==> src/hdl/jddm_pkg.sv <==
`default_nettype none

package jddm_pkg;

  localparam int SAMPLE_BITS = 10;
  localparam int DUTY_BITS   = 8;
  localparam int CFG_W       = (SAMPLE_BITS > DUTY_BITS) ? SAMPLE_BITS : DUTY_BITS;
  localparam int CFG_IDX_W   = 3;
  localparam int KIND_W      = 4;

  // Datapath widths of the range map: operands, product, divider, result
  localparam int OPD_W  = SAMPLE_BITS + 2;
  localparam int DC_W   = DUTY_BITS + 1;
  localparam int PROD_W = OPD_W + DC_W;
  localparam int MAG_W  = PROD_W;
  localparam int DEN_W  = OPD_W;
  localparam int CNT_W  = $clog2(MAG_W);
  localparam int RES_W  = MAG_W + 2;
  localparam int MIX_W  = RES_W + 1;

  localparam logic signed [OPD_W-1:0] OPD_ONE = OPD_W'(1);

  localparam logic [SAMPLE_BITS-1:0] FWD_TH_RST   = SAMPLE_BITS'(501);
  localparam logic [SAMPLE_BITS-1:0] BWD_TH_RST   = SAMPLE_BITS'(521);
  localparam logic [SAMPLE_BITS-1:0] LEFT_TH_RST  = SAMPLE_BITS'(521);
  localparam logic [SAMPLE_BITS-1:0] RIGHT_TH_RST = SAMPLE_BITS'(501);
  localparam logic [SAMPLE_BITS-1:0] IN_MAX_RST   = SAMPLE_BITS'(1023);
  localparam logic [DUTY_BITS-1:0]   PWM_MAX_RST  = DUTY_BITS'(240);
  localparam logic [DUTY_BITS-1:0]   PWM_MIN_RST  = DUTY_BITS'(60);

  typedef enum logic [CFG_IDX_W-1:0] {
    REG_FWD_TH,
    REG_BWD_TH,
    REG_LEFT_TH,
    REG_RIGHT_TH,
    REG_IN_MAX,
    REG_PWM_MAX,
    REG_PWM_MIN
  } cfg_reg_t;

  typedef enum logic [KIND_W-1:0] {
    KIND_STOP,
    KIND_FWD,
    KIND_FWD_LEFT,
    KIND_FWD_RIGHT,
    KIND_BACK,
    KIND_BACK_LEFT,
    KIND_BACK_RIGHT,
    KIND_SPIN_LEFT,
    KIND_SPIN_RIGHT
  } kind_t;

  typedef enum logic [2:0] {
    ST_IDLE,
    ST_DECIDE,
    ST_MUL,
    ST_DIV_LOAD,
    ST_DIV,
    ST_FIN,
    ST_MIX,
    ST_DONE
  } state_t;

  typedef enum logic {
    PASS_THR,
    PASS_TURN
  } pass_t;

endpackage

`default_nettype wire

==> src/hdl/jddm_if.sv <==
`default_nettype none

interface jddm_in_if;
  logic                             valid;
  logic                             ready;
  logic [jddm_pkg::SAMPLE_BITS-1:0] throttle_axis;
  logic [jddm_pkg::SAMPLE_BITS-1:0] turn_axis;

  modport source (output valid, output throttle_axis, output turn_axis, input ready);
  modport sink   (input valid, input throttle_axis, input turn_axis, output ready);
endinterface

interface jddm_out_if;
  logic                            valid;
  logic                            ready;
  logic                            left_direction;
  logic                            right_direction;
  logic [jddm_pkg::DUTY_BITS-1:0]  left_duty;
  logic [jddm_pkg::DUTY_BITS-1:0]  right_duty;
  logic [jddm_pkg::KIND_W-1:0]     motion_kind;

  modport source (output valid, output left_direction, output right_direction,
                  output left_duty, output right_duty, output motion_kind, input ready);
  modport sink   (input valid, input left_direction, input right_direction,
                  input left_duty, input right_duty, input motion_kind, output ready);
endinterface

`default_nettype wire

==> src/hdl/joystick_differential_drive_mixer.sv <==
`default_nettype none

// Channel   Dir  Handshake      Payload
// in_ch     in   valid/ready    throttle_axis, turn_axis
// out_ch    out  valid/ready    left/right_direction, left/right_duty, motion_kind
// cfg_*     in   cfg_we only    cfg_index selects register, cfg_wdata
//
// A centred stick that owes nothing returns to idle from ST_DECIDE; the stop
// result goes straight to ST_DONE; a drive or a spin uses one range map, drive
// plus turn two. A map is a multiply state and a MAG_W (21) step restoring divide,
// skipped for a zero-width input range; the divider serves both maps in turn.
// in_ch.ready is high only in idle, so the next transaction is taken while the
// last result waits; a new result then holds in ST_DONE until out_ch drains.

module joystick_differential_drive_mixer (
  input  wire logic                           clk,
  input  wire logic                           rst_n,
  jddm_in_if.sink                             in_ch,
  jddm_out_if.source                          out_ch,
  input  wire logic                           cfg_we,
  input  wire logic [jddm_pkg::CFG_IDX_W-1:0] cfg_index,
  input  wire logic [jddm_pkg::CFG_W-1:0]     cfg_wdata
);

  localparam int SW    = jddm_pkg::SAMPLE_BITS;
  localparam int DW    = jddm_pkg::DUTY_BITS;
  localparam int OPD_W = jddm_pkg::OPD_W;
  localparam int DC_W  = jddm_pkg::DC_W;
  localparam int PROD_W = jddm_pkg::PROD_W;
  localparam int MAG_W = jddm_pkg::MAG_W;
  localparam int DEN_W = jddm_pkg::DEN_W;
  localparam int CNT_W = jddm_pkg::CNT_W;
  localparam int RES_W = jddm_pkg::RES_W;
  localparam int MIX_W = jddm_pkg::MIX_W;

  // clamp a mixed value into the duty range
  function automatic logic [DW-1:0] sat_duty(input logic signed [MIX_W-1:0] v);
    logic [DW-1:0] r;
    if (v[MIX_W-1]) begin
      r = '0;
    end else if (v[MIX_W-2:DW] != '0) begin
      r = '1;
    end else begin
      r = v[DW-1:0];
    end
    return r;
  endfunction

  // configuration registers
  logic [SW-1:0] fwd_th_r, bwd_th_r, left_th_r, right_th_r, in_max_r;
  logic [DW-1:0] pwm_max_r, pwm_min_r;

  // control state
  jddm_pkg::state_t state_r, state_nxt;
  jddm_pkg::pass_t  pass_r, pass_nxt;
  logic             stopped_r, stopped_nxt;
  logic             held_ldir_r, held_ldir_nxt;
  logic             held_rdir_r, held_rdir_nxt;
  logic             out_valid_r, out_valid_nxt;
  logic [CNT_W-1:0] cnt_r, cnt_nxt;

  // working registers
  logic [SW-1:0]              t_r, t_nxt, y_r, y_nxt;
  logic                       fw_r, fw_nxt, drive_r, drive_nxt;
  logic                       left_r, left_nxt, turn_r, turn_nxt;
  logic signed [PROD_W-1:0]   prod_r, prod_nxt;
  logic signed [OPD_W-1:0]    den_r, den_nxt;
  logic [DW-1:0]              c_r, c_nxt;
  logic [MAG_W-1:0]           quo_r, quo_nxt;
  logic [DEN_W-1:0]           rem_r, rem_nxt;
  logic [DEN_W-1:0]           div_r, div_nxt;
  logic                       neg_r, neg_nxt;
  logic signed [RES_W-1:0]    res_a_r, res_a_nxt, res_t_r, res_t_nxt;
  logic                       p_ldir_r, p_ldir_nxt, p_rdir_r, p_rdir_nxt;
  logic [DW-1:0]              p_lduty_r, p_lduty_nxt, p_rduty_r, p_rduty_nxt;
  jddm_pkg::kind_t            p_kind_r, p_kind_nxt;
  logic                       o_ldir_r, o_ldir_nxt, o_rdir_r, o_rdir_nxt;
  logic [DW-1:0]              o_lduty_r, o_lduty_nxt, o_rduty_r, o_rduty_nxt;
  jddm_pkg::kind_t            o_kind_r, o_kind_nxt;

  // combinational scratch
  logic signed [OPD_W-1:0]  x_s, a_s, b_s, diff_s;
  logic signed [DC_W-1:0]   c_s, d_s, dc_s;
  logic [DW-1:0]            c_u;
  logic [DEN_W:0]           rem_sh;
  logic                     rem_ge;
  logic signed [MAG_W:0]    q_s;
  logic signed [RES_W-1:0]  map_res;
  logic signed [MIX_W-1:0]  ld_s, rd_s, diff_mix;
  logic                     go_left, go_right, is_fw, is_bw;

  assign in_ch.ready            = (state_r == jddm_pkg::ST_IDLE);
  assign out_ch.valid           = out_valid_r;
  assign out_ch.left_direction  = o_ldir_r;
  assign out_ch.right_direction = o_rdir_r;
  assign out_ch.left_duty       = o_lduty_r;
  assign out_ch.right_duty      = o_rduty_r;
  assign out_ch.motion_kind     = o_kind_r;

  always_comb begin
    state_nxt     = state_r;
    pass_nxt      = pass_r;
    stopped_nxt   = stopped_r;
    held_ldir_nxt = held_ldir_r;
    held_rdir_nxt = held_rdir_r;
    out_valid_nxt = out_valid_r && !out_ch.ready;
    cnt_nxt       = cnt_r;
    t_nxt         = t_r;
    y_nxt         = y_r;
    fw_nxt        = fw_r;
    drive_nxt     = drive_r;
    left_nxt      = left_r;
    turn_nxt      = turn_r;
    prod_nxt      = prod_r;
    den_nxt       = den_r;
    c_nxt         = c_r;
    quo_nxt       = quo_r;
    rem_nxt       = rem_r;
    div_nxt       = div_r;
    neg_nxt       = neg_r;
    res_a_nxt     = res_a_r;
    res_t_nxt     = res_t_r;
    p_ldir_nxt    = p_ldir_r;
    p_rdir_nxt    = p_rdir_r;
    p_lduty_nxt   = p_lduty_r;
    p_rduty_nxt   = p_rduty_r;
    p_kind_nxt    = p_kind_r;
    o_ldir_nxt    = o_ldir_r;
    o_rdir_nxt    = o_rdir_r;
    o_lduty_nxt   = o_lduty_r;
    o_rduty_nxt   = o_rduty_r;
    o_kind_nxt    = o_kind_r;

    // deadband decisions on the saturated samples
    go_left  = (y_r > left_th_r);
    go_right = !go_left && (y_r < right_th_r);
    is_fw    = (t_r < fwd_th_r);
    is_bw    = !is_fw && (t_r > bwd_th_r);

    // operand select for the range map (x - a) * (d - c) / (b - a) + c
    if (pass_r == jddm_pkg::PASS_THR) begin
      x_s = $signed(OPD_W'(t_r));
      if (fw_r) begin
        a_s = '0;
        b_s = $signed(OPD_W'(fwd_th_r)) - jddm_pkg::OPD_ONE;
        c_u = pwm_max_r;
        d_s = $signed(DC_W'(pwm_min_r));
      end else begin
        a_s = $signed(OPD_W'(bwd_th_r)) + jddm_pkg::OPD_ONE;
        b_s = $signed(OPD_W'(in_max_r));
        c_u = pwm_min_r;
        d_s = $signed(DC_W'(pwm_max_r));
      end
    end else begin
      x_s = $signed(OPD_W'(y_r));
      if (left_r) begin
        a_s = $signed(OPD_W'(left_th_r)) + jddm_pkg::OPD_ONE;
        b_s = $signed(OPD_W'(in_max_r));
        c_u = pwm_min_r;
        d_s = $signed(DC_W'(pwm_max_r));
      end else begin
        a_s = '0;
        b_s = $signed(OPD_W'(right_th_r)) - jddm_pkg::OPD_ONE;
        c_u = pwm_max_r;
        d_s = $signed(DC_W'(pwm_min_r));
      end
    end
    c_s    = $signed(DC_W'(c_u));
    diff_s = x_s - a_s;
    dc_s   = d_s - c_s;

    // one restoring divider step
    rem_sh = {rem_r, quo_r[MAG_W-1]};
    rem_ge = (rem_sh >= {1'b0, div_r});

    // signed quotient plus offset
    q_s     = neg_r ? -$signed({1'b0, quo_r}) : $signed({1'b0, quo_r});
    map_res = RES_W'(q_s) + RES_W'($signed({1'b0, c_r}));

    diff_mix = MIX_W'(res_a_r) - MIX_W'(res_t_r);
    ld_s     = MIX_W'(res_a_r);
    rd_s     = MIX_W'(res_a_r);

    case (state_r)
      jddm_pkg::ST_IDLE: begin
        if (in_ch.valid) begin
          t_nxt     = (in_ch.throttle_axis > in_max_r) ? in_max_r : in_ch.throttle_axis;
          y_nxt     = (in_ch.turn_axis > in_max_r) ? in_max_r : in_ch.turn_axis;
          state_nxt = jddm_pkg::ST_DECIDE;
        end
      end
      jddm_pkg::ST_DECIDE: begin
        fw_nxt    = is_fw;
        drive_nxt = is_fw || is_bw;
        left_nxt  = go_left;
        turn_nxt  = go_left || go_right;
        if (!(is_fw || is_bw) && !(go_left || go_right)) begin
          if (stopped_r) begin
            state_nxt = jddm_pkg::ST_IDLE;
          end else begin
            // one stop result, directions held
            stopped_nxt = 1'b1;
            p_ldir_nxt  = held_ldir_r;
            p_rdir_nxt  = held_rdir_r;
            p_lduty_nxt = '0;
            p_rduty_nxt = '0;
            p_kind_nxt  = jddm_pkg::KIND_STOP;
            state_nxt   = jddm_pkg::ST_DONE;
          end
        end else begin
          pass_nxt  = (is_fw || is_bw) ? jddm_pkg::PASS_THR : jddm_pkg::PASS_TURN;
          state_nxt = jddm_pkg::ST_MUL;
        end
      end
      jddm_pkg::ST_MUL: begin
        prod_nxt  = PROD_W'(diff_s) * PROD_W'(dc_s);
        den_nxt   = b_s - a_s;
        c_nxt     = c_u;
        state_nxt = jddm_pkg::ST_DIV_LOAD;
      end
      jddm_pkg::ST_DIV_LOAD: begin
        rem_nxt = '0;
        cnt_nxt = CNT_W'(MAG_W - 1);
        if (den_r == '0) begin
          // empty input range: the map gives its first output value
          quo_nxt   = '0;
          neg_nxt   = 1'b0;
          state_nxt = jddm_pkg::ST_FIN;
        end else begin
          quo_nxt   = prod_r[PROD_W-1] ? MAG_W'(-prod_r) : MAG_W'(prod_r);
          div_nxt   = den_r[OPD_W-1] ? DEN_W'(-den_r) : DEN_W'(den_r);
          neg_nxt   = prod_r[PROD_W-1] ^ den_r[OPD_W-1];
          state_nxt = jddm_pkg::ST_DIV;
        end
      end
      jddm_pkg::ST_DIV: begin
        rem_nxt = rem_ge ? DEN_W'(rem_sh - {1'b0, div_r}) : DEN_W'(rem_sh);
        quo_nxt = {quo_r[MAG_W-2:0], rem_ge};
        cnt_nxt = cnt_r - CNT_W'(1);
        if (cnt_r == '0) begin
          state_nxt = jddm_pkg::ST_FIN;
        end
      end
      jddm_pkg::ST_FIN: begin
        if (pass_r == jddm_pkg::PASS_THR) begin
          res_a_nxt = map_res;
          if (turn_r) begin
            pass_nxt  = jddm_pkg::PASS_TURN;
            state_nxt = jddm_pkg::ST_MUL;
          end else begin
            state_nxt = jddm_pkg::ST_MIX;
          end
        end else begin
          res_t_nxt = map_res;
          state_nxt = jddm_pkg::ST_MIX;
        end
      end
      jddm_pkg::ST_MIX: begin
        if (drive_r) begin
          if (turn_r && left_r) begin
            ld_s = diff_mix;
          end else if (turn_r) begin
            rd_s = diff_mix;
          end
          p_ldir_nxt = !fw_r;
          p_rdir_nxt = !fw_r;
          if (fw_r) begin
            p_kind_nxt = !turn_r ? jddm_pkg::KIND_FWD :
                         left_r  ? jddm_pkg::KIND_FWD_LEFT : jddm_pkg::KIND_FWD_RIGHT;
          end else begin
            p_kind_nxt = !turn_r ? jddm_pkg::KIND_BACK :
                         left_r  ? jddm_pkg::KIND_BACK_LEFT : jddm_pkg::KIND_BACK_RIGHT;
          end
        end else begin
          // spin on the spot
          ld_s       = MIX_W'(res_t_r);
          rd_s       = MIX_W'(res_t_r);
          p_ldir_nxt = left_r;
          p_rdir_nxt = !left_r;
          p_kind_nxt = left_r ? jddm_pkg::KIND_SPIN_LEFT : jddm_pkg::KIND_SPIN_RIGHT;
        end
        p_lduty_nxt   = sat_duty(ld_s);
        p_rduty_nxt   = sat_duty(rd_s);
        stopped_nxt   = 1'b0;
        held_ldir_nxt = p_ldir_nxt;
        held_rdir_nxt = p_rdir_nxt;
        state_nxt     = jddm_pkg::ST_DONE;
      end
      jddm_pkg::ST_DONE: begin
        if (!out_valid_r || out_ch.ready) begin
          out_valid_nxt = 1'b1;
          o_ldir_nxt    = p_ldir_r;
          o_rdir_nxt    = p_rdir_r;
          o_lduty_nxt   = p_lduty_r;
          o_rduty_nxt   = p_rduty_r;
          o_kind_nxt    = p_kind_r;
          state_nxt     = jddm_pkg::ST_IDLE;
        end
      end
      default: begin
        state_nxt = jddm_pkg::ST_IDLE;
      end
    endcase
  end

  // control and configuration
  always_ff @(posedge clk) begin
    if (!rst_n) begin
      state_r     <= jddm_pkg::ST_IDLE;
      pass_r      <= jddm_pkg::PASS_THR;
      stopped_r   <= 1'b1;
      held_ldir_r <= 1'b0;
      held_rdir_r <= 1'b0;
      out_valid_r <= 1'b0;
      cnt_r       <= '0;
      fwd_th_r    <= jddm_pkg::FWD_TH_RST;
      bwd_th_r    <= jddm_pkg::BWD_TH_RST;
      left_th_r   <= jddm_pkg::LEFT_TH_RST;
      right_th_r  <= jddm_pkg::RIGHT_TH_RST;
      in_max_r    <= jddm_pkg::IN_MAX_RST;
      pwm_max_r   <= jddm_pkg::PWM_MAX_RST;
      pwm_min_r   <= jddm_pkg::PWM_MIN_RST;
    end else begin
      state_r     <= state_nxt;
      pass_r      <= pass_nxt;
      stopped_r   <= stopped_nxt;
      held_ldir_r <= held_ldir_nxt;
      held_rdir_r <= held_rdir_nxt;
      out_valid_r <= out_valid_nxt;
      cnt_r       <= cnt_nxt;
      if (cfg_we) begin
        case (cfg_index)
          jddm_pkg::REG_FWD_TH:   fwd_th_r   <= cfg_wdata[SW-1:0];
          jddm_pkg::REG_BWD_TH:   bwd_th_r   <= cfg_wdata[SW-1:0];
          jddm_pkg::REG_LEFT_TH:  left_th_r  <= cfg_wdata[SW-1:0];
          jddm_pkg::REG_RIGHT_TH: right_th_r <= cfg_wdata[SW-1:0];
          jddm_pkg::REG_IN_MAX:   in_max_r   <= cfg_wdata[SW-1:0];
          jddm_pkg::REG_PWM_MAX:  pwm_max_r  <= cfg_wdata[DW-1:0];
          jddm_pkg::REG_PWM_MIN:  pwm_min_r  <= cfg_wdata[DW-1:0];
          default: begin
          end
        endcase
      end
    end
  end

  // datapath, no reset
  always_ff @(posedge clk) begin
    t_r       <= t_nxt;
    y_r       <= y_nxt;
    fw_r      <= fw_nxt;
    drive_r   <= drive_nxt;
    left_r    <= left_nxt;
    turn_r    <= turn_nxt;
    prod_r    <= prod_nxt;
    den_r     <= den_nxt;
    c_r       <= c_nxt;
    quo_r     <= quo_nxt;
    rem_r     <= rem_nxt;
    div_r     <= div_nxt;
    neg_r     <= neg_nxt;
    res_a_r   <= res_a_nxt;
    res_t_r   <= res_t_nxt;
    p_ldir_r  <= p_ldir_nxt;
    p_rdir_r  <= p_rdir_nxt;
    p_lduty_r <= p_lduty_nxt;
    p_rduty_r <= p_rduty_nxt;
    p_kind_r  <= p_kind_nxt;
    o_ldir_r  <= o_ldir_nxt;
    o_rdir_r  <= o_rdir_nxt;
    o_lduty_r <= o_lduty_nxt;
    o_rduty_r <= o_rduty_nxt;
    o_kind_r  <= o_kind_nxt;
  end

endmodule

`default_nettype wire

==> src/flat_wrapper.sv <==
// flat-port wrapper written by rule: the top's interface ports become plain ports
module joystick_differential_drive_mixer_flat 
  (clk, rst_n, cfg_we, cfg_index, cfg_wdata, in_ch_valid, in_ch_throttle_axis, in_ch_turn_axis, in_ch_ready, out_ch_valid, out_ch_left_direction, out_ch_right_direction, out_ch_left_duty, out_ch_right_duty, out_ch_motion_kind, out_ch_ready);
  jddm_in_if in_ch_i ();
  jddm_out_if out_ch_i ();
  input  wire logic clk;
  input  wire logic rst_n;
  input  wire logic cfg_we;
  input  wire logic [jddm_pkg::CFG_IDX_W-1:0] cfg_index;
  input  wire logic [jddm_pkg::CFG_W-1:0] cfg_wdata;
  input wire logic [$bits(in_ch_i.valid)-1:0] in_ch_valid;
  input wire logic [$bits(in_ch_i.throttle_axis)-1:0] in_ch_throttle_axis;
  input wire logic [$bits(in_ch_i.turn_axis)-1:0] in_ch_turn_axis;
  output wire logic [$bits(in_ch_i.ready)-1:0] in_ch_ready;
  output wire logic [$bits(out_ch_i.valid)-1:0] out_ch_valid;
  output wire logic [$bits(out_ch_i.left_direction)-1:0] out_ch_left_direction;
  output wire logic [$bits(out_ch_i.right_direction)-1:0] out_ch_right_direction;
  output wire logic [$bits(out_ch_i.left_duty)-1:0] out_ch_left_duty;
  output wire logic [$bits(out_ch_i.right_duty)-1:0] out_ch_right_duty;
  output wire logic [$bits(out_ch_i.motion_kind)-1:0] out_ch_motion_kind;
  input wire logic [$bits(out_ch_i.ready)-1:0] out_ch_ready;
  assign in_ch_i.valid = in_ch_valid;
  assign in_ch_i.throttle_axis = in_ch_throttle_axis;
  assign in_ch_i.turn_axis = in_ch_turn_axis;
  assign in_ch_ready = in_ch_i.ready;
  assign out_ch_valid = out_ch_i.valid;
  assign out_ch_left_direction = out_ch_i.left_direction;
  assign out_ch_right_direction = out_ch_i.right_direction;
  assign out_ch_left_duty = out_ch_i.left_duty;
  assign out_ch_right_duty = out_ch_i.right_duty;
  assign out_ch_motion_kind = out_ch_i.motion_kind;
  assign out_ch_i.ready = out_ch_ready;
  joystick_differential_drive_mixer u_core (.clk(clk), .rst_n(rst_n), .in_ch(in_ch_i), .out_ch(out_ch_i), .cfg_we(cfg_we), .cfg_index(cfg_index), .cfg_wdata(cfg_wdata));
endmodule
==> config.mk <==
export PLATFORM = sky130hd
export DESIGN_NAME = joystick_differential_drive_mixer_flat
export DESIGN_NICKNAME = d
export VERILOG_FILES = /design/src/hdl/jddm_pkg.sv /design/src/hdl/jddm_if.sv /design/src/hdl/joystick_differential_drive_mixer.sv /design/src/flat_wrapper.sv
export SDC_FILE = /design/constraint.sdc
export NUM_CORES = 1
export LEC_CHECK = 0
export ABC_AREA = 1
export BUFFER_PORTS_ARGS = -buffer_cell sky130_fd_sc_hd__buf_4
export CAP_MARGIN = 10
export CELL_PAD_IN_SITES_DETAIL_PLACEMENT = 1
export CELL_PAD_IN_SITES_GLOBAL_PLACEMENT = 1
export CORE_UTILIZATION = 53
export CTS_CLUSTER_DIAMETER = 30
export DETAILED_ROUTE_END_ITERATION = 10
export PLACE_DENSITY_LB_ADDON = 0.1
export REMOVE_ABC_BUFFERS = 1
export SLEW_MARGIN = 20
export SYNTH_ARGS = -nofsm -noshare
export SYNTH_HDL_FRONTEND = slang
export SYNTH_SLANG_ARGS = --single-unit
==> constraint.sdc <==
create_clock -name clk -period 22.3 [get_ports clk]
set_input_delay 2.23 -clock clk [delete_from_list [all_inputs] [get_ports clk]]
set_output_delay 2.23 -clock clk [all_outputs]
set_load 0.01 [all_outputs]
Word level (Yosys, flattened, before mapping) --
Index checks and enable logic that the tools add are counted.
Word-level totals: register bits after elaboration 280, output and inout bits 24, word-level logic and storage cells 199
Operators by class: add/subtract/negate cells 14, multipliers 1, magnitude comparators 7, eq/ne operators 19, mux-type cells 74, bitwise operators 3, reductions and logical operators 41
Operator list (count):
- 2-to-1 mux 24 bit | 7
- 2-to-1 mux 8 bit | 11
- 2-to-1 mux 12 bit | 7
- 2-to-1 mux 21 bit | 2
- case mux 21 bit (2 select lines) | 1
- > comparator 10 bit | 4
- case mux 8 bit (2 select lines) | 2
- 2-to-1 mux 10 bit | 3
- nonzero test 15 bit | 2
- 2-to-1 mux 4 bit | 7
- AND reduction 2 bit | 14
- case mux 12 bit (2 select lines) | 1
- case mux 3 bit (8 select lines) | 1
- subtractor 12 bit | 2
- subtractor 23 x 23 -> 24 bit | 1
- adder 22 x 9 -> 23 bit | 1
- adder 10 x 1 -> 11 bit, second input constant | 2
- 2-to-1 mux 22 bit | 1
- negator 21 -> 22 bit | 1
- subtractor 10 x 1 -> 11 bit, second input constant | 2
- equality test 3 bit, second input constant | 7
- multiplier 12 x 9 -> 21 bit | 1
- 2-to-1 mux 3 bit | 7
- negator 21 bit | 1
- other kinds (27) | 71

Depth between registers and ports, before layout --
Gate-level depths: netlist (run 1).
depth after elaboration 9, depth in mapped cells 36, mapped depth without buffers 35

Worst setup path before layout (run 1) --
Ideal clock, no wire load.
path kind register -> register, start reg u_core.left_r, end reg u_core.prod_r[18], data pin, setup time 259 ps, arrival time 6874 ps, data required time 22041 ps, path slack 15167 ps, cell stages (with the launch flop) 33, period minus slack after synthesis 7133 ps, path through edfxtp_1 > inv_2 > nand2_4 > nand2_4 > clkbuf_1 > o21a_1 > inv_1 > ha_1 > nand2_1 > o21ai_0 > a21oi_1 > o21ai_0 > xor2_1 > nor2_1 > fa_1 > inv_1 > fa_1 > inv_1 > fa_1 > fa_1 > inv_1 > fa_1 > inv_1 > ha_1 > nand2_1 > nand2_1 > a21oi_1 > o21ai_1 > a21boi_0 > o21ai_1 > nand2_1 > nand2_1 > xor2_1
Between the ends: longest elaborated chain between the ends 4
RTL lines:
- start: declaration | RTL line joystick_differential_drive_mixer.sv:65 | logic left_r, left_nxt, turn_r, turn_nxt;
- start signal: assignment | RTL line joystick_differential_drive_mixer.sv:353 | left_r <= left_nxt;
- 2-to-1 mux 8 bit | RTL line joystick_differential_drive_mixer.sv:156 | if (left_r) begin
- 2-to-1 mux 8 bit | RTL line joystick_differential_drive_mixer.sv:141 | if (pass_r == jddm_pkg::PASS_THR) begin
- via u_core.c_u[2] | RTL line joystick_differential_drive_mixer.sv:84 | logic [DW-1:0] c_u;
- subtractor 9 bit | RTL line joystick_differential_drive_mixer.sv:170 | dc_s = d_s - c_s;
- multiplier 12 x 9 -> 21 bit | RTL line joystick_differential_drive_mixer.sv:216 | prod_nxt = PROD_W'(diff_s) * PROD_W'(dc_s);
- end signal: assignment | RTL line joystick_differential_drive_mixer.sv:355 | prod_r <= prod_nxt;
- end: declaration | RTL line joystick_differential_drive_mixer.sv:66 | logic signed [PROD_W-1:0] prod_r, prod_nxt;
The timed path passes the listed nets, and every way through them passes these cells. A chain may end at the register's enable or synchronous reset.

Worst setup path in the final report (run 1) --
start reg u_core.pass_r, end reg u_core.prod_r[18], data pin
Between the ends: longest elaborated chain between the ends 3
RTL lines:
- start: declaration | RTL line joystick_differential_drive_mixer.sv:55 | jddm_pkg::pass_t pass_r, pass_nxt;
- start signal: assignment | RTL line joystick_differential_drive_mixer.sv:310 | pass_r <= jddm_pkg::PASS_THR;
- start signal: assignment | RTL line joystick_differential_drive_mixer.sv:325 | pass_r <= pass_nxt;
- 2-to-1 mux 8 bit | RTL line joystick_differential_drive_mixer.sv:141
- via u_core.c_u[2] | RTL line joystick_differential_drive_mixer.sv:84
- subtractor 9 bit | RTL line joystick_differential_drive_mixer.sv:170
- multiplier 12 x 9 -> 21 bit | RTL line joystick_differential_drive_mixer.sv:216
The timed path passes the listed nets, and every way through them passes these cells.

==> impl_metrics.json, run 1 <==
{
  "dp.cells": 3350,
  "hold_slack_ns": 0.4183,
  "tightest_slew_ns": 1.063,
  "max_cap_viol_count": 0,
  "clk_path_buf_depth": 3,
  "grt_max_degree": 72,
  "synthSimpleGateAreaFrac": 0.2117,
  "slew_headroom": 0.2896,
  "routed_via_density": 5.829,
  "synthAdderAreaFrac": 0.1855,
  "dp_hpwl_um": 56760,
  "drt_iter0_markers": 1191,
  "skew_ns": 0.04106,
  "synth_compound_area_frac": 0.1208,
  "antenna_found_initial": 1,
  "synth-edff-count": 201,
  "min_period_ns": 8.913,
  "grt_overflow": 0,
  "clock.fmax_mhz": 112.2,
  "critPathBufInv": 6,
  "worst-path-max-fanout": 35,
  "gp_congestion": 0.9594,
  "grt_pass1_wl_um": 121900,
  "drtPass1Iterations": 5,
  "ant_nets": 0,
  "fill_cells": 4957,
  "arrival_ns": 9.25,
  "rsz0062_at_grt": "false",
  "layout.cells.non_filler": 3487,
  "pre_cts_ws_ns": 13.67,
  "finalMaxSlewViolations": 0,
  "cts_resized": 0,
  "cts_sinks": 280,
  "critPathTopFamily": "adder cells",
  "slowest_delay_ns": 0.92,
  "postCtsSetupRepairBufs": 0,
  "vias": 20330,
  "wirelength_um": 77370,
  "synthXorXnorAreaFrac": 0.04992,
  "cts_made_buffers": 74,
  "synth_top_family_by_area": "simple AND/OR/NAND/NOR gates",
  "status": "completed",
  "ys.flop_type": "edfxtp_1",
  "grt_usage": 0.3634,
  "cts_tree": "built",
  "pin_count": 62,
  "core_area_sq_um": 41290,
  "area_delta_synth_final_pct": 15.93,
  "clkTransAtPathRegs_ns": 0.05,
  "ys.warnings.count": 0,
  "grt_pass1_vias": 22360,
  "holdCritPathClass": "register to register",
  "synth_area_sq_um": 22410,
  "worstSetupPathType": "register to register",
  "cts-hold-fix-buffers": 0,
  "dieHeight_um": 207.6,
  "drive_gt1_frac": 0.09885,
  "port_buffers": 61,
  "yosysSeqAreaShare": 0.3399,
  "initial_utilization": 0.5426,
  "critPathSlowestCell": "dfxtp_1",
  "min_path_cells": 0,
  "setup_tns_ns": 0,
  "cp_num_cells": 32,
  "synthArstFlopShare": 0,
  "cp.required_ns": 22.64,
  "avgSynthCellArea_sq_um": 8.029,
  "insertion_delay_ns": 0.62,
  "final.setup.worst_slack_ns": 13.39,
  "cts_max_level": 3,
  "ff2ff_path_depth": 32,
  "cts_root_buf": "clkbuf_16",
  "ys_ff_latch": 280,
  "hold_viol": 0,
  "die-area_sq_um": 43100,
  "syn_inst": 2791,
  "synth_cell_types": 66,
  "start_kind": "register",
  "synth_mux_area_frac": 0,
  "cp_common_cell": "nand2_1",
  "setup_violations": 0,
  "die_w_um": 207.6,
  "fin_crit_sh": 0.3997,
  "final_nets": 3206,
  "end_kind": "register",
  "num_rows": 74,
  "wl_per_cell_um": 22.19,
  "drc": 0
}
-- metrics by stage --
| stage | area, sq um | utilization |
|---|---|---|
| after floorplan | 22220 | - |
| after global placement | 23460 | 0.5680 |
| after detailed placement | 23460 | 0.5681 |
| after CTS | 25960 | 0.6287 |
| after global routing | 25970 | 0.6290 |
| final | 25980 | 0.6290 |
-- worst reg2reg max path: cells and delay by family (launching register included) --
family / cells / cell delay [ns]
AO/OA/AOI/OAI: 8 / 1.89
AND/OR/NAND/NOR: 9 / 1.09
adder cells (fa/ha/maj): 7 / 3.28
buffers and inverters: 6 / 0.49
XOR/XNOR: 2 / 0.98
flip-flops: 1 / 0.92
-- layer usage --
layer | share of wire | track usage | vias up | wire length (um)
met5 | 0 | 0 | - | 0
met4 | 0.051 | 0.1898 | 0 | 3976
met3 | 0.054 | 0.06838 | 243 | 4148
met2 | 0.51 | 0.6537 | 629 | 39280
met1 | 0.39 | 0.4084 | 10050 | 29960
li1 | - | - | 9407 | -
-- state kept, by name, indices dropped and copies added, names as in the netlist, 10 cells and up --
signal / cells
u_core.quo_r: 21
u_core.right_th_r: 10
u_core.den_r: 12
u_core.div_r: 12
u_core.rem_r: 12
u_core.t_r: 10
u_core.fwd_th_r: 10
u_core.prod_r: 21
u_core.res_t_r: 23
u_core.res_a_r: 23
u_core.y_r: 10
u_core.bwd_th_r: 10
u_core.in_max_r: 10
u_core.left_th_r: 10
-- path summary, 6_finish.rpt --
kind | start | to | slack (ns)
max reg2reg | u_core.pass_r$_SDFFE_PN0P_ | u_core.prod_r[18]$_DFFE_PP_ | 13.39
min reg2reg | u_core.p_lduty_r[7]$_SDFFCE_PP0P_ | u_core.out_ch.left_duty[7]$_DFFE_PP_ | 0.42
min | u_core.p_lduty_r[7]$_SDFFCE_PP0P_ | u_core.out_ch.left_duty[7]$_DFFE_PP_ | 0.42
max | u_core.pass_r$_SDFFE_PN0P_ | u_core.prod_r[18]$_DFFE_PP_ | 13.39
-- logic make-up after synthesis --
family	Yosys count
and+or+nand+nor	1101
buffers and inverters	544
AOI/OAI and AO/OA	469
DFF	280
adders and majority gates	274
xor gates and xnor gates	123
-- synthesized netlist by cell type, drive strengths merged (6+ instances only) --
| master | instances | share of area |
|---|---|---|
| a21boi | 6 | 0.0020 |
| a21oi | 196 | 0.045 |
| a31oi | 10 | 0.0028 |
| clkbuf | 42 | 0.0070 |
| dfxtp | 79 | 0.071 |
| edfxtp | 201 | 0.27 |
| fa | 97 | 0.087 |
| ha | 177 | 0.099 |
| inv | 494 | 0.083 |
| nand2 | 583 | 0.10 |
| nand3 | 150 | 0.036 |
| nand3b | 10 | 0.0035 |
| nand4 | 30 | 0.0084 |
| nor2 | 263 | 0.046 |
| nor3 | 36 | 0.0089 |
| nor4 | 12 | 0.0034 |
| o211ai | 43 | 0.015 |
| o21a | 10 | 0.0034 |
| o21ai | 145 | 0.033 |
| o21bai | 7 | 0.0023 |
| o22ai | 18 | 0.0050 |
| or2 | 8 | 0.0022 |
| xnor2 | 30 | 0.012 |
| xor2 | 93 | 0.038 |
-- area by class of cell --
class	instances	area, sq um	area share
Tap cell	532	665.6	0.02562
Clock inverter	47	510.5	0.01965
Multi-Input combinational cell	1967	12760	0.4912
Clock buffer	89	1988	0.07654
Antenna cell	1	2.502	0.00009633
Timing Repair Buffer	74	555.5	0.02139
Inverter	497	1878	0.07230
Sequential cell	280	7617	0.2932
-- cell usage in the layout, fill, tap and decap left out, types with 6 or more instances in the layout --
master / synthesis / final
a21oi_1: 192 / 192
a31oi_1: 10 / 10
buf_4: 0 / 74
bufinv_16: 0 / 6
clkbuf_1: 42 / 7
clkbuf_16: 0 / 74
clkbuf_8: 0 / 8
clkinv_1: 2 / 7
clkinv_2: 0 / 13
clkinvlp_4: 0 / 8
dfxtp_1: 79 / 79
edfxtp_1: 201 / 201
fa_1: 97 / 97
ha_1: 177 / 177
inv_1: 476 / 476
inv_2: 15 / 15
inv_6: 0 / 6
nand2_1: 565 / 565
nand2_2: 11 / 11
nand2_4: 7 / 7
nand3_1: 141 / 141
nand3_2: 9 / 9
nand3b_1: 9 / 9
nand4_1: 30 / 30
nor2_1: 250 / 244
nor2_2: 12 / 15
nor3_1: 32 / 32
nor4_1: 12 / 12
o211ai_1: 42 / 42
o21a_1: 10 / 10
o21ai_0: 130 / 129
o21ai_1: 11 / 11
o21bai_1: 7 / 7
o22ai_1: 18 / 18
or2_2: 8 / 8
xnor2_1: 30 / 30
xor2_1: 89 / 89
Power of run 1 is not shown: default switching activity piles up to over one toggle a cycle in this logic, so the estimate is an artifact.
==> run 2, diff against run 1 <==
--- a/config.mk
+++ b/config.mk
@@ -10,7 +10,7 @@
 export CAP_MARGIN = 10
 export CELL_PAD_IN_SITES_DETAIL_PLACEMENT = 1
 export CELL_PAD_IN_SITES_GLOBAL_PLACEMENT = 1
-export CORE_UTILIZATION = 53
+export CORE_UTILIZATION = 49
 export CTS_CLUSTER_DIAMETER = 30
 export DETAILED_ROUTE_END_ITERATION = 10
 export PLACE_DENSITY_LB_ADDON = 0.1
==> constraint.sdc (replaced) <==
create_clock -name clk -period 8.7 [get_ports clk]
set_input_delay 0.87 -clock clk [delete_from_list [all_inputs] [get_ports clk]]
set_output_delay 0.87 -clock clk [all_outputs]
set_load 0.01 [all_outputs]
==> run 2 against run 1 <==
Compared with the run above: core utilization shrank 4.7 points; first-iteration DRC count shrank 2.4%; final area grew 0.21%; worst setup slack lost 13 ns; flip-flop and latch count is the same; hold slack lost 0.0015 ns; sequential share of layout area shrank 0.061 points; clock skew shrank 0.011 ns; clock-buffer cell count shrank 6; die area grew 8.1%; critical path depth is the same; global-route usage shrank 4.6 points; critical path type unchanged; critical endpoint is now u_core.prod_r[19]$_DFFE_PP_; largest cell class unchanged.
==> impl_metrics.json, run 2 (synthesis gave the netlist of run 1 again) <==
{
  "area_delta_synth_final_pct": 16.17,
  "arrival_ns": 8.47,
  "rsz0062_at_grt": "false",
  "slowest_delay_ns": 0.72,
  "cp_common_cell": "fa_1",
  "cts_tree": "built",
  "antenna_cells": 0,
  "fill_cells": 5434,
  "worst-path-max-fanout": 35,
  "grt_max_degree": 72,
  "clk_path_buf_depth": 3,
  "setup_tns_ns": 0,
  "grt_overflow": 0,
  "cts_root_buf": "clkbuf_16",
  "cts_made_buffers": 68,
  "postCtsSetupRepairBufs": 0,
  "cts_sinks": 280,
  "dieHeight_um": 215.8,
  "die-area_sq_um": 46590,
  "place_area_sq_um": 23570,
  "grt_pass1_wl_um": 115200,
  "skew_ns": 0.02970,
  "hold_slack_ns": 0.4168,
  "cts_resized": 0,
  "min_period_ns": 8.123,
  "clkTransAtPathRegs_ns": 0.04,
  "holdCritPathClass": "register to register",
  "vias": 19910,
  "max_cap_viol_count": 0,
  "critPathSlowestCell": "dfxtp_1",
  "initial_utilization": 0.5013,
  "die_w_um": 215.8,
  "ant_nets": 0,
  "drtPass1Iterations": 5,
  "wl_per_cell_um": 20.51,
  "cts-hold-fix-buffers": 0,
  "top_regs": "u_core.res_a_r: 23 flops, u_core.res_t_r: 23 flops",
  "wirelength_um": 72610,
  "insertion_delay_ns": 0.62,
  "grt_usage": 0.3170,
  "antenna_found_initial": 1,
  "critPathBufInv": 6,
  "start_kind": "register",
  "num_rows": 77,
  "end_kind": "register",
  "setup_violations": 0,
  "drc": 0,
  "core_area_sq_um": 44700,
  "critPathTopFamily": "adder cells",
  "final_nets": 3204,
  "fin_crit_sh": 0.9336,
  "clock.fmax_mhz": 123.1,
  "cts_max_level": 3,
  "routed_via_density": 5.624,
  "tightest_slew_ns": 1.005,
  "slew_headroom": 0.3275,
  "dp_hpwl_um": 55820,
  "pin_count": 62,
  "finalInstanceArea_sq_um": 26030,
  "cp.required_ns": 9.05,
  "grt_pass1_vias": 21240,
  "finalMaxSlewViolations": 0,
  "port_buffers": 61,
  "gp_congestion": 0.9270,
  "worstSetupPathType": "register to register",
  "drt_iter0_markers": 1163,
  "hold_viol": 0,
  "status": "completed",
  "drive_gt1_frac": 0.09634,
  "layout_common_cells": "565 x nand2_1, 476 x inv_1, 246 x nor2_1",
  "layout_commonest_cell": "nand2_1"
}
[run 2: changes by cell type in the layout (fill, tap and decap cells not counted), moves of 4 or more]
cell and delta:
clkinv_2 -7, bufinv_16 +5, clkbuf_16 -5, buf_4 +4
[run 2: worst reg2reg max path, delay by kind of cell (launching register included)]
| kind | cells | cell delay (ns) |
|---|---|---|
| adders and majority gates | 8 | 3.57 |
| AOI/OAI and AO/OA | 7 | 1.29 |
| DFF | 1 | 0.72 |
| xor gates and xnor gates | 2 | 0.29 |
| and+or+nand+nor | 9 | 1.27 |
| buffers and inverters | 6 | 0.74 |
[run 2: stage by stage]
step	setup WS, ns	utilization	std cells
global placement	0.9321	0.5271	3414
detailed placement	0.6310	0.5272	3414
global route	0.05382	0.5823	3540
floorplan	1.221	-	2744
CTS	0.6179	0.5821	3540
finish	0.5775	0.5823	3540
[run 2: routing by layer]
layer	global-route usage	vias up	routed length, um	share of wire
met4	0.1324	0	2794	0.038
met1	0.3826	9879	30450	0.42
met2	0.5678	468	36590	0.50
met3	0.03834	167	2777	0.038
met5	0	-	0	0
li1	-	9396	-	-
[run 2: layout make-up]
cell class | instances | area (sq um) | share of cell area
tap | 592 | 740.7 | 0.02846
clock inverter | 43 | 605.6 | 0.02326
timing repair buffer | 78 | 585.6 | 0.02250
multi-input combinational | 1967 | 12750 | 0.4900
inverter | 497 | 1878 | 0.07215
sequential | 280 | 7617 | 0.2926
clock buffer | 83 | 1849 | 0.07104
[run 2: final timing paths]
kind                                     from                                      to  slack (ns)  depth (start not counted)
max                u_core.pass_r$_SDFFE_PN0P_             u_core.prod_r[19]$_DFFE_PP_        0.58                         32
min          u_core.p_kind_r[3]$_SDFFCE_PP0P_  u_core.out_ch.motion_kind[3]$_DFFE_PP_        0.42                          0
max reg2reg        u_core.pass_r$_SDFFE_PN0P_             u_core.prod_r[19]$_DFFE_PP_        0.58                         32
min reg2reg  u_core.p_kind_r[3]$_SDFFCE_PP0P_  u_core.out_ch.motion_kind[3]$_DFFE_PP_        0.42                          0
Power of run 2 is left out for the same reason.
